===== src/dwisl_pkg.sv =====
package dwisl_pkg;

  localparam int GAIN_FRAC_BITS = 16;

  localparam int COUNT_W  = 16;
  localparam int GAIN_W   = 24;
  localparam int LIMIT_W  = 15;
  localparam int TARGET_W = 15;
  localparam int PERIOD_W = 16;
  localparam int DRIVE_W  = 16;

  localparam int ERR_W    = COUNT_W + 1;
  localparam int DIFF_W   = ERR_W + 1;
  localparam int PROD_P_W = GAIN_W + 1 + ERR_W;
  localparam int PROD_D_W = GAIN_W + 1 + DIFF_W;
  localparam int SUM_W    = PROD_D_W + 1;
  localparam int INC_W    = SUM_W - GAIN_FRAC_BITS;
  localparam int ACC_W    = INC_W + 1;

  localparam int CFG_IDX_W  = 3;
  localparam int CFG_DATA_W = 24;

  localparam logic [GAIN_W-1:0]   KP_RESET     = 24'd458752;
  localparam logic [GAIN_W-1:0]   KD_RESET     = 24'd197;
  localparam logic [LIMIT_W-1:0]  LIMIT_RESET  = 15'd7199;
  localparam logic [TARGET_W-1:0] TARGET_RESET = 15'd280;
  localparam logic [PERIOD_W-1:0] PERIOD_RESET = 16'd50;

  typedef enum logic [CFG_IDX_W-1:0] {
    CFG_KP     = 3'd0,
    CFG_KD     = 3'd1,
    CFG_LIMIT  = 3'd2,
    CFG_TARGET = 3'd3,
    CFG_PERIOD = 3'd4
  } cfg_idx_t;

  // Load strobes of the four pipeline stages.
  typedef struct packed {
    logic ld_a;
    logic ld_b;
    logic ld_c;
    logic ld_d;
  } adv_t;

endpackage


===== src/dwisl_wheel.sv =====
module dwisl_wheel (
  input  logic                                   clk,
  input  logic                                   rst,
  input  dwisl_pkg::adv_t                        adv,
  input  logic [dwisl_pkg::GAIN_W-1:0]           kp_gain,
  input  logic [dwisl_pkg::GAIN_W-1:0]           kd_gain,
  input  logic [dwisl_pkg::LIMIT_W-1:0]          pwm_limit,
  input  logic signed [dwisl_pkg::ERR_W-1:0]     target,
  input  logic signed [dwisl_pkg::COUNT_W-1:0]   count,
  output logic signed [dwisl_pkg::DRIVE_W-1:0]   drive
);

  localparam int FB = dwisl_pkg::GAIN_FRAC_BITS;

  logic signed [dwisl_pkg::ERR_W-1:0]    last_err;
  logic signed [dwisl_pkg::ERR_W-1:0]    err_now;
  logic signed [dwisl_pkg::DIFF_W-1:0]   diff_now;
  logic signed [dwisl_pkg::ERR_W-1:0]    err_a;
  logic signed [dwisl_pkg::DIFF_W-1:0]   diff_a;
  logic signed [dwisl_pkg::GAIN_W:0]     kp_s;
  logic signed [dwisl_pkg::GAIN_W:0]     kd_s;
  logic signed [dwisl_pkg::PROD_P_W-1:0] prod_p;
  logic signed [dwisl_pkg::PROD_D_W-1:0] prod_d;
  logic signed [dwisl_pkg::SUM_W-1:0]    sum;
  logic signed [dwisl_pkg::SUM_W-1:0]    biased;
  logic signed [dwisl_pkg::INC_W-1:0]    inc;
  logic signed [dwisl_pkg::ACC_W-1:0]    acc_sum;
  logic signed [dwisl_pkg::ACC_W-1:0]    lim;
  logic signed [dwisl_pkg::DRIVE_W-1:0]  acc;
  logic signed [dwisl_pkg::DRIVE_W-1:0]  acc_next;

  // stage A: error and its change since the previous word
  always_comb begin
    err_now  = target - dwisl_pkg::ERR_W'(count);
    diff_now = dwisl_pkg::DIFF_W'(err_now) - dwisl_pkg::DIFF_W'(last_err);
  end

  always_ff @(posedge clk) begin
    if (rst) begin
      last_err <= '0;
    end else if (adv.ld_a) begin
      last_err <= err_now;
    end
  end

  always_ff @(posedge clk) begin
    if (adv.ld_a) begin
      err_a  <= err_now;
      diff_a <= diff_now;
    end
  end

  // stage B: gain products
  always_comb begin
    kp_s = $signed({1'b0, kp_gain});
    kd_s = $signed({1'b0, kd_gain});
  end

  always_ff @(posedge clk) begin
    if (adv.ld_b) begin
      prod_p <= dwisl_pkg::PROD_P_W'(kp_s) * dwisl_pkg::PROD_P_W'(err_a);
      prod_d <= dwisl_pkg::PROD_D_W'(kd_s) * dwisl_pkg::PROD_D_W'(diff_a);
    end
  end

  // stage C: weighted sum, scaled down with truncation toward zero
  always_comb begin
    sum    = dwisl_pkg::SUM_W'(prod_p) + dwisl_pkg::SUM_W'(prod_d);
    biased = sum + $signed({{(dwisl_pkg::SUM_W-FB){1'b0}}, {FB{sum[dwisl_pkg::SUM_W-1]}}});
  end

  always_ff @(posedge clk) begin
    if (adv.ld_c) begin
      inc <= dwisl_pkg::INC_W'(biased >>> FB);
    end
  end

  // stage D: accumulate and clamp to the symmetric limit
  always_comb begin
    acc_sum = dwisl_pkg::ACC_W'(acc) + dwisl_pkg::ACC_W'(inc);
    lim     = $signed({{(dwisl_pkg::ACC_W-dwisl_pkg::LIMIT_W){1'b0}}, pwm_limit});
    if (acc_sum > lim) begin
      acc_next = dwisl_pkg::DRIVE_W'(lim);
    end else if (acc_sum < -lim) begin
      acc_next = dwisl_pkg::DRIVE_W'(-lim);
    end else begin
      acc_next = dwisl_pkg::DRIVE_W'(acc_sum);
    end
  end

  always_ff @(posedge clk) begin
    if (rst) begin
      acc <= '0;
    end else if (adv.ld_d) begin
      acc <= acc_next;
    end
  end

  assign drive = acc;

endmodule


===== config.mk =====
export PLATFORM = sky130hd
export DESIGN_NAME = dwisl_wheel
export DESIGN_NICKNAME = d
export VERILOG_FILES = /design/src/dwisl_pkg.sv /design/src/dwisl_wheel.sv
export SDC_FILE = /design/constraint.sdc
export NUM_CORES = 2
export LEC_CHECK = 0
export BUFFER_PORTS_ARGS = -buffer_cell sky130_fd_sc_hd__clkbuf_2
export CORE_UTILIZATION = 47
export DETAILED_ROUTE_END_ITERATION = 7
export PLACE_DENSITY_LB_ADDON = 0.25
export SLEW_MARGIN = 20
export SYNTH_ARGS = -nofsm -noshare
export SYNTH_HDL_FRONTEND = slang
export SYNTH_SLANG_ARGS = --single-unit

===== constraint.sdc =====
create_clock -name clk -period 8 [get_ports clk]
set_clock_uncertainty 0.15 [all_clocks]
set_input_delay 1.2 -clock clk [delete_from_list [all_inputs] [get_ports clk]]
set_output_delay 1.2 -clock clk [all_outputs]
set_load 0.005 [all_outputs]

==> results.md <==
- Period utilization: 94.4%
- Worst path arrival time: 7610 ps
- Crit start category: input pin
- Fin crit period: roughly 7600 ps
- Commonest non-fill, non-tap cell in the layout: inv_1
- Most frequent cells in the layout: inv_1, fa_1, nand2_1, ha_1, and2_1
- Hold Path End: last_err[0]
- Number of global-route vias before repair: 32200
- Routed Antenna Nets: 0
- Overall routing resource usage: 23.0%
- Cell count after synthesis: ~4700
- Rows: 109
- Synth unique cells: 91
- Die H: 300 µm
- Multi-input logic area: 32500 µm²
- Fraction of registers with async set/reset: 0%
- Mapped Avg Cell Area: 8.88 µm²
- Fin. Hold Viols: 0
- Critical path peak fanout: 10
- Initial core utilization: 47.4%
- Worst R2R Setup Slack: between 500 and 600 ps
- Largest stage delay, worst path: 580 ps
- Util after Layout: 50.5%
- First-pass GRT wire length: 166000 µm
- Status: complete, but fails checks
- Antenna cell count: 0
- CTS tree: built
- Critical path capture point type: flop
- Crit-path cells: clkbuf_2 > buf_4 > nand2_1 > fa_1 > inv_1 > fa_1 > fa_1 > fa_1 > fa_1 > inv_1 > fa_1 > inv_1 > ha_1 > a21o_1 > a21oi_1 > o21ai_0 > or3_1 > o21ai_0 > a311oi_1 > a221o_1 > a221o_1 > a31oi_1 > a21oi_1 > xor2_1
- Postcts setup bufs: 0
- Violated checks: DRC
- Synth Flop Type: edfxtp_1
- DRC viols: 2
- Hold path start: last_err[0]
- Worst hold path cell count: 2
- H-tree depth: 4
- Share of cells above drive strength 1: 6.16%
- Syn Nets: 5954
- HPWL Detailed: 84800 µm
- Buffers on Ports: 117
- Post-placement cell count: 5925
- Die ar.: 90300 µm²
- R2R Path End: prod_p[38]
- Worst-case clock buffer depth: 2
- Synth Warn #: 0
- Fin cells: 5957
- RSZ-0062 raised after global routing: false
- Ports: 118
- Largest net degree at the start of global routing: 58
- Worst setup slack after layout: 448 ps
- Crit path kind: input pin to flop
- CTS Buf Count: 17
- Worst path slowest cell: fa_1
- Drt wl/cell: 16.7 µm
- Root Buffer Master: clkbuf_16
- Core region area: 88400 µm²
- Cts hold-fix bufs: 0
- Post-Place Setup Slack: -39.0 ps
- FF-to-FF path depth: 22
- Via count: roughly 32000
- Max-Cap Viols: 0
- DIE WIDTH: 300 µm
- Seq. cell area: between 5000 and 6000 µm²
- Slew Limit Headroom: 27.6%
- Post-synthesis sequential element count: ~180
- Crit path top cell by count: fa_1
- F_max: 0.132 GHz
- DRT Pass-1 Iters: 7
- Starting DRT DRC Count: 1743
- Hold Slack: 341 ps
- Initial antenna violation count: 0
- # setup viols final: 0
- Max-slew violations: 0
- Fillers: between 8000 and 9000
- Share of the yosys chip area belonging to registers: between 10% and 20%
- CTS-repair resized insts: 0
- Layout Nets: 6016
- Worst Tran Pin Value: between 1000 and 1500 ps
- Worst-path clk slew: 70 ps
- Total wire length: 99700 µm
- Clock latency on the worst-skew pair: 470 ps
- Drt via density: approximately 5.3
- Synthesized cell area: 41900 µm²
- GP Congestion: between 0.9 and 1
- Post-synth EDFFs: 148
- Worst r2r src: err_a[4]
- GRT overflow: 0
- Clock sinks: 181
- Worst hold path class: flop to flop
- Area growth from synthesis to layout: 6.52%
- WP data required: 8060 ps
[flip-flops by register name, indices dropped and copies added, names as in the netlist]
| register | flops |
|---|---|
| diff_a | 18 |
| drive | 16 |
| err_a | 17 |
| inc | 28 |
| last_err | 17 |
| prod_d | 43 |
| prod_p | 42 |
[critical path, delay by kind of cell]
kind	cells	cell delay [ps]
AND/OR/NAND/NOR	2	470
XOR/XNOR	1	160
AO/OA/AOI/OAI	9	1970
buffers and inverters	5	580
adder cells (fa/ha/maj)	7	3240
[through the flow]
step / instance area (µm²) / setup TNS [ps]
2_1_floorplan: 41900 / 0
3_3_place_gp: 44000 / 0
3_5_place_dp: 44000 / -51.3
4_1_cts: 44600 / 0
5_1_grt: 44600 / 0
6_report: 44600 / 0
[layout make-up]
| type | instances | share of cell area [%] |
|---|---|---|
| tap | 1165 | 3.27 |
| clock buffer | 23 | 1.12 |
| inverter | 964 | 8.11 |
| clock inverter | 9 | 0.199 |
| sequential | 181 | 11.4 |
| timing repair buffer | 215 | 3.02 |
| multi-input combinational | 3400 | 72.8 |
[cells in the mapped netlist (all sizes together) (11+ instances only)]
cell type	n	share of area, %
nor2	192	1.7
dfxtp	33	1.6
or3	15	0.22
edfxtp	148	11
ha	450	13
and3	38	0.57
o31ai	13	0.23
o21bai	23	0.41
a21oi	168	2.0
nor4	17	0.30
fa	685	33
clkbuf	158	1.4
a211oi	30	0.55
nor2b	29	0.43
xor2	39	0.82
nor3b	11	0.20
nand2b	43	0.64
buf	14	0.17
a21o	74	1.3
a21boi	17	0.30
and2	368	5.5
o211ai	30	0.54
a31oi	22	0.33
xnor2	132	2.8
nor3	53	0.65
nand2	555	5.0
inv	963	8.6
or2	16	0.24
mux2	14	0.38
nand3	53	0.63
o21a	26	0.47
mux2i	22	0.53
nand4	38	0.58
a32oi	12	0.25
o21ai	96	1.2
[logic make-up (layout without fill, tap and decap cells)]
kind of cell               after synthesis  in the layout  synth area share (%)
and+or+nand+nor                       1463           1463                  17.4
buffers and inverters                 1136           1211                  10.2
adders and majority gates             1135           1135                  46.2
AOI/OAI and AO/OA                      595            595                  9.50
DFF                                    181            181                  12.2
xor gates and xnor gates               171            171                  3.58
muxes                                   36             36                 0.902
[layer usage]
metal  vias up  part of all wire (%)  track usage (%)
li1      15100                     -                -
met1     15700                    45             31.1
met2       774                    47             38.6
met3       132                   5.0             2.41
met4         0                   3.0             7.01
met5         -                     0                0
[worst max path at each step]
stage,depth (start not counted),end,slack [ps],start
2_1_floorplan,22,prod_p[38],380,kp_gain[11]
3_3_place_gp,24,prod_p[38],80,kp_gain[9]
3_5_place_dp,24,prod_p[38],-40,kp_gain[9]
4_1_cts,24,prod_p[38],470,kp_gain[9]
5_1_grt,24,prod_p[38],30,kp_gain[9]
6_report,24,prod_p[38],450,kp_gain[10]
Power is left out: the tool's default activity adds up to more than one toggle a clock period on the data nets, which glitch-free logic cannot reach.
