$ cat src/dwisl_pkg.sv
package dwisl_pkg;

  localparam int GAIN_FRAC_BITS = 16;

  localparam int COUNT_W  = 16;
  localparam int GAIN_W   = 24;
  localparam int LIMIT_W  = 15;
  localparam int TARGET_W = 15;
  localparam int PERIOD_W = 16;
  localparam int DRIVE_W  = 16;

  localparam int ERR_W    = COUNT_W + 1;
  localparam int DIFF_W   = ERR_W + 1;
  localparam int PROD_P_W = GAIN_W + 1 + ERR_W;
  localparam int PROD_D_W = GAIN_W + 1 + DIFF_W;
  localparam int SUM_W    = PROD_D_W + 1;
  localparam int INC_W    = SUM_W - GAIN_FRAC_BITS;
  localparam int ACC_W    = INC_W + 1;

  localparam int CFG_IDX_W  = 3;
  localparam int CFG_DATA_W = 24;

  localparam logic [GAIN_W-1:0]   KP_RESET     = 24'd458752;
  localparam logic [GAIN_W-1:0]   KD_RESET     = 24'd197;
  localparam logic [LIMIT_W-1:0]  LIMIT_RESET  = 15'd7199;
  localparam logic [TARGET_W-1:0] TARGET_RESET = 15'd280;
  localparam logic [PERIOD_W-1:0] PERIOD_RESET = 16'd50;

  typedef enum logic [CFG_IDX_W-1:0] {
    CFG_KP     = 3'd0,
    CFG_KD     = 3'd1,
    CFG_LIMIT  = 3'd2,
    CFG_TARGET = 3'd3,
    CFG_PERIOD = 3'd4
  } cfg_idx_t;

  // Load strobes of the four pipeline stages.
  typedef struct packed {
    logic ld_a;
    logic ld_b;
    logic ld_c;
    logic ld_d;
  } adv_t;

endpackage

$ cat src/dwisl_dir.sv
module dwisl_dir (
  input  logic                                   clk,
  input  logic                                   rst,
  input  logic                                   accept,
  input  logic [dwisl_pkg::PERIOD_W-1:0]         period,
  input  logic [dwisl_pkg::TARGET_W-1:0]         target_counts,
  output logic                                   backward_now,
  output logic signed [dwisl_pkg::ERR_W-1:0]     target
);

  logic [dwisl_pkg::PERIOD_W-1:0] tick_cnt;
  logic                           backward;
  logic [dwisl_pkg::PERIOD_W-1:0] cnt_inc;
  logic                           flip;
  logic signed [dwisl_pkg::ERR_W-1:0] tc_s;

  always_comb begin
    cnt_inc      = tick_cnt + 1'b1;
    flip         = (cnt_inc >= period);
    backward_now = backward ^ flip;
    tc_s         = $signed({2'b00, target_counts});
    target       = backward_now ? -tc_s : tc_s;
  end

  always_ff @(posedge clk) begin
    if (rst) begin
      tick_cnt <= '0;
      backward <= 1'b0;
    end else if (accept) begin
      tick_cnt <= flip ? '0 : cnt_inc;
      backward <= backward_now;
    end
  end

endmodule

$ cat config.mk
export PLATFORM = sky130hd
export DESIGN_NAME = dwisl_dir
export DESIGN_NICKNAME = d
export VERILOG_FILES = /design/src/dwisl_pkg.sv /design/src/dwisl_dir.sv
export SDC_FILE = /design/constraint.sdc
export NUM_CORES = 1
export LEC_CHECK = 0
export BUFFER_PORTS_ARGS = -buffer_cell sky130_fd_sc_hd__buf_2
export CAP_MARGIN = 20
export CORE_ASPECT_RATIO = 0.7
export CORE_MARGIN = 1.5
export CORE_UTILIZATION = 52
export DETAILED_ROUTE_END_ITERATION = 7
export PLACE_DENSITY = 0.8
export SETUP_SLACK_MARGIN = 0.3
export SYNTH_ARGS = -nofsm -noshare
export SYNTH_HDL_FRONTEND = slang
export SYNTH_SLANG_ARGS = --single-unit
$ cat constraint.sdc
create_clock -name clk -period 4.7 [get_ports clk]
set_input_delay 0.705 -clock clk [delete_from_list [all_inputs] [get_ports clk]]
set_output_delay 0.705 -clock clk [all_outputs]
set_load 0.005 [all_outputs]
==> results.toml, run 1 <==
[floorplanning]
start_util_pct = 56.91
dieHeight_um = 53.10
core_area_sq_um = 3276
die_w_um = 74.57
die_area_sq_um = 3959
ios = 52
rows = 17

[clock_network]
ctsHoldBuffers = 0
worst_skew_pair.late_latency_ns = 0.26
cts-root-buf = "clkbuf_8"
cts_tree = "done"
cts_num_sinks = 17
clkTransAtPathRegs_ns = 0.07
cts_buffer_depth = 2
htree_levels = 1
cts_inserted_buffers = 3

[cells_and_area]
n_antenna_cell = 0
final_nets = 356
drive_above_1_share_pct = 39.27
area.growth.synth_to_final_pct = 34.23
stdcell_count = 350

[setup_path]
path_buf_inv = 2
crit_path_max_incr_delay_ns = 0.53
worst_path_max_delay_cell = "or4_4"
end_kind = "output pin"
worstPathRequired_ns = 3.99
cp_common_cell = "nand4_1"
cp.arrival_ns = 3.72
crit_fanout = 8
start_kind = "flop"
path_cells = "ha_4 > and3_4 > nand3_4 > nor2b_4 > nand4_1 > xnor2_2 > ha_1 > nand4_1 > nor3_2 > or4_4 > o31a_4 > buf_4 > nor3_4 > xor2_1 > buf_2"
timing_worst_setup_path_type = "flop to output pin"
critical-path-top-delay-family = "simple AND/OR/NAND/NOR gates"

[grt]
grt_use_total_pct = 25.61
grt_max_degree = 20
grt_pass1_vias = 1737
overflow = 0
grt_pass1_wl_um = 7803
antenna_found_initial = 0

[synthesis]
ys_types = 42
synth-warning-count = 0
synth_edf_count = 0
ys_ff_latch = 17
ys_async_sr_fraction_pct = 0
ys.flop_type = "dfxtp_1"
synth_nets = 292
syn_inst = 240
avgSynthCellArea_sq_um = 7.768
synth_seq_area_share_pct = 18.26
syn-cell-area_sq_um = 1864

[routing]
first_pass_iters = 5
ant_nets = 0
drt_wl_total_um = 5130
route.detailed.drc = 0
drt-initial-drc-count = 100
vias = 1941
viasPerCell = 5.546
wire_per_inst_um = 14.66

[outcome]
status = "complete, no violations"

[sta]
finClkSkew_ns = 0.002258
min_period_ns = 4.425
max_slew_margin_pct = 57.55
timing.hold.ws_ns = 0.4897
finalHoldViolCount = 0
grt_setup_unrepaired = "yes"
max_freq_ghz = 0.2260
slew_violations = 0
worst_pin_slew_ns = 0.6309
period_share_pct = 94.16
setup_violations = 0
fin_setup_tns_ns = 0

[place]
dp.cells = 328
dp_hpwl_um = 3396
place.gp.congestion = 0.8879
portBuffers = 51

[power]
p_per_area_nw_per_um2 = 130.5
power.leakage_nw = 1.110
peakVddDrop_mv = 0.1102

[min_path]
hold_class = "flop to flop"

[job]
drv_cap = 0
==> worst paths after layout <==
kind | from | endpoint | slack (ns) | cells after the start
worst max-delay path | tick_cnt[1] | target[13] | 0.27 | 15
worst min-delay path | tick_cnt[15] | tick_cnt[15] | 0.49 | 2
worst max register to register | tick_cnt[1] | tick_cnt[13] | 0.95 | 14
worst min register to register | tick_cnt[15] | tick_cnt[15] | 0.49 | 2
==> kinds of logic after synthesis <==
group / synth area share [%]
AND/OR/NAND/NOR: 35.37
buffers and inverters: 7.785
AO/OA/AOI/OAI: 13.22
XOR/XNOR: 12.68
adder cells (fa/ha/maj): 12.08
flip-flops: 18.26
multiplexers: 0.6040
==> power by group <==
| group | switching [mW] | internal [mW] | leakage (nW) | total, mW |
|---|---|---|---|---|
| logic | 0.0359 | 0.0302 | 0.944 | 0.0661 |
| clock network | 0.0540 | 0.0589 | 0.0255 | 0.113 |
| registers | 0.00220 | 0.145 | 0.141 | 0.147 |
| total | 0.0922 | 0.234 | 1.11 | 0.327 |
==> state kept, by name, indices dropped and copies added (netlist names) <==
| name | cells |
|---|---|
| tick_cnt | 16 |
| backward | 1 |
==> tightest hold or removal path: stages (launching register included) <==
cell     delay [ns]
dfxtp_1        0.33
nand2_1        0.06
a21oi_1        0.05
==> per-stage QoR <==
stage | worst slack, ns | power [mW] | area, sq um | utilization [%]
2_1_floorplan | 0.5845 | 0.1822 | 1864 | -
3_3_place_gp | 0.3640 | 0.2117 | 2138 | 65.28
3_5_place_dp | 0.1678 | 0.2128 | 2138 | 65.28
4_1_cts | 0.3134 | 0.3251 | 2350 | 71.73
5_1_grt | 0.1560 | 0.3407 | 2502 | 76.39
6_report | 0.2746 | 0.3265 | 2502 | 76.39
==> cells in the final DEF, fill, tap and decap left out, drive strengths merged, types with 3 or more instances in the layout <==
cell type	synthesis	layout
a31o	3	3
nand2	21	21
nand2b	3	3
nand3b	4	4
nand4	5	5
a211oi	4	4
inv	20	20
buf	6	73
o21ai	6	6
nor2	14	14
xor2	19	19
ha	18	18
dfxtp	17	17
nand3	18	18
nor3	20	20
nor3b	5	5
a21oi	10	10
clkbuf	8	3
nor4	6	6
and3	3	3
a31oi	7	7
xnor2	8	8
nand4b	3	3
==> area by class of cell <==
class / instances / area, sq um
Clock buffer: 3 / 41.29
Fill cell: 243 / 773.2
Multi-Input combinational cell: 189 / 1528
Clock inverter: 1 / 5.005
Tap cell: 47 / 58.81
Inverter: 20 / 75.07
Sequential cell: 17 / 354.1
Timing Repair Buffer: 73 / 440.4
==> cells in the mapped netlist, drive strengths merged, types with 2 or more instances <==
cell	n	area [sq um]
nor2	14	52.55
nand4	5	31.28
xor2	19	166.4
nand2b	3	18.77
nor3b	5	37.54
nand4b	3	26.28
a2111oi	2	37.54
nor3	20	157.6
or4	2	18.77
a31o	3	26.28
ha	18	225.2
a21oi	10	50.05
and3	3	18.77
clkbuf	8	30.03
a211oi	4	35.03
nor4	6	52.55
buf	6	40.03
nand2	21	78.83
o21ai	6	30.03
a31oi	7	50.05
xnor2	8	70.07
nand3b	4	30.03
nand3	18	90.09
dfxtp	17	340.3
or3	2	12.51
inv	20	75.07
==> per-layer routing <==
layer	share of wire, %	track usage [%]	vias up
li1	-	-	978
met1	45	34.90	899
met2	49	44.20	60
met3	5.5	3.429	4
met4	0.80	3.333	0
met5	0	0	-
==> repair_timing <==
item                       in CTS  in global routing
pin swaps                       5                 17
gates cloned                    0                  0
setup buffers                   9                  9
setup endpoints to repair      17                 16
gates resized for setup        22                 18
No activity file was read; power rests on OpenSTA's default activity.
==> run 2, diff against run 1 <==
--- a/config.mk
+++ b/config.mk
@@ -8,9 +8,10 @@
 export BUFFER_PORTS_ARGS = -buffer_cell sky130_fd_sc_hd__buf_2
 export CAP_MARGIN = 20
 export CORE_ASPECT_RATIO = 0.7
-export CORE_MARGIN = 1.5
+export CORE_MARGIN = 1
 export CORE_UTILIZATION = 52
 export DETAILED_ROUTE_END_ITERATION = 7
+export GPL_ROUTABILITY_DRIVEN = 0
 export PLACE_DENSITY = 0.8
 export SETUP_SLACK_MARGIN = 0.3
 export SYNTH_ARGS = -nofsm -noshare
==> results.toml, run 2 (synthesis gave the netlist of run 1 again) <==
[sta]
period_share_pct = 97.40
max_slew_margin_pct = 56.60
grt_setup_unrepaired = "yes"
min_period_ns = 4.578
slew_violations = 0
setup_ws_ns = 0.1221
timing.hold.ws_ns = 0.4849
max_freq_ghz = 0.2184
worst_pin_slew_ns = 0.6450
finalHoldViolCount = 0
finClkSkew_ns = 0.005149
setup_violations = 0

[clock_network]
cts_tree = "done"
cts_inserted_buffers = 3
ctsHoldBuffers = 0
htree_levels = 1
cts-root-buf = "clkbuf_8"
clkTransAtPathRegs_ns = 0.06
cts_buffer_depth = 2
worst_skew_pair.late_latency_ns = 0.26
cts_num_sinks = 17

[power]
p_int_mw = 0.2386
netSwitchingPower_mw = 0.09626
seq_power_share_pct = 44.2
p_sw_share_pct = 28.75
p_per_area_nw_per_um2 = 123.9
p_comb_share_pct = 22.3
finalPower_mw = 0.3349
power.share.clock_pct = 33.5
power.leakage_nw = 1.191
peakVddDrop_mv = 0.1159

[routing]
drt_wl_total_um = 6671
wire_per_inst_um = 18.33
route.detailed.drc = 0
drt-initial-drc-count = 220
ant_nets = 0
first_pass_iters = 5
vias = 2254
viasPerCell = 6.192

[setup_path]
worstPathRequired_ns = 3.99
timing_worst_setup_path_type = "flop to output pin"
start_kind = "flop"
cp.arrival_ns = 3.87
rrSetupSlack_ns = 0.91
crit_fanout = 8
end_kind = "output pin"

[floorplanning]
dieHeight_um = 52.10
die_w_um = 73.57
die_area_sq_um = 3832
rows = 17
ios = 52
core_area_sq_um = 3276
start_util_pct = 56.91

[grt]
grt_pass1_vias = 1681
overflow = 0
grt_use_total_pct = 25.70
antenna_found_initial = 0
grt_pass1_wl_um = 7596
grt_max_degree = 20

[outcome]
status = "complete, no violations"

[cells_and_area]
final_nets = 370
largest_registers = "tick_cnt: 16 flops, backward: 1 flops"
n_antenna_cell = 0
final_common_cell = "buf_2"
area.growth.synth_to_final_pct = 45.03
fillers = 199
layout.cells.most_common_list = "buf_2, buf_4, nand2_1, inv_1, xor2_1"
top_register = "tick_cnt"
drive_above_1_share_pct = 43.85
largest_reg_flops = 16

[min_path]
hold_class = "flop to flop"

[job]
drv_cap = 0

[place]
dp_hpwl_um = 3261
portBuffers = 51
detailedPlace.worstSlack_ns = 0.04148
## run 2: power groups by stage
stage / clock (mW) / combinational, mW / sequential (mW)
after floorplan: 0 / 0.0322 / 0.150
after global placement: 0 / 0.0628 / 0.150
after global routing: 0.122 / 0.0814 / 0.148
after CTS: 0.114 / 0.0645 / 0.147
final: 0.112 / 0.0748 / 0.148
after detailed placement: 0 / 0.0637 / 0.150
## run 2: per-layer routing
layer,global-route usage [%],wire (um),up-vias
met3,4.845,621,30
met1,35.85,2667,1045
met2,41.59,3122,167
met5,0,0,-
met4,4.487,261,0
li1,-,-,1012
## run 2: critical path, stage by stage, from the launching register on
cell      delay, ns
dfxtp_2        0.37
buf_4          0.15
nand3_2        0.13
nor2_4         0.22
nand4_1        0.18
xnor2_1        0.24
ha_1           0.29
a211oi_2       0.25
nor2_1         0.10
or4_4          0.43
buf_6          0.15
o31a_4         0.44
a211oi_2       0.26
xor2_1         0.23
buf_2          0.17
## run 2: cell type report
class,count,area (sq um),share of cell area (%)
timing repair buffer,86,561.8,20.78
clock buffer,4,45.04,1.666
inverter,20,75.07,2.776
sequential,17,352.8,13.05
tap,47,58.81,2.175
multi-input combinational,190,1610,59.56
## run 2: final timing paths
path,startpoint,endpoint,cells after the start
setup / recovery,tick_cnt[0],target[14],14
hold / removal,tick_cnt[15],tick_cnt[15],2
setup reg to reg,tick_cnt[0],tick_cnt[13],14
hold reg to reg,tick_cnt[15],tick_cnt[15],2
## run 2: timing repair
item,CTS,global route
pin swaps,2,34
endpoints found under the setup margin,17,16
resized for setup,10,53
buffers inserted,7,16
cloned,1,0
## run 2: through the flow
step	area, sq um	utilization [%]	setup TNS [ns]	instances
4_1_cts	2344	71.54	0	348
6_report	2704	82.54	0	364
3_3_place_gp	2198	67.11	0	336
2_1_floorplan	1864	-	0	240
3_5_place_dp	2198	67.11	0	336
5_1_grt	2704	82.54	-0.02930	364
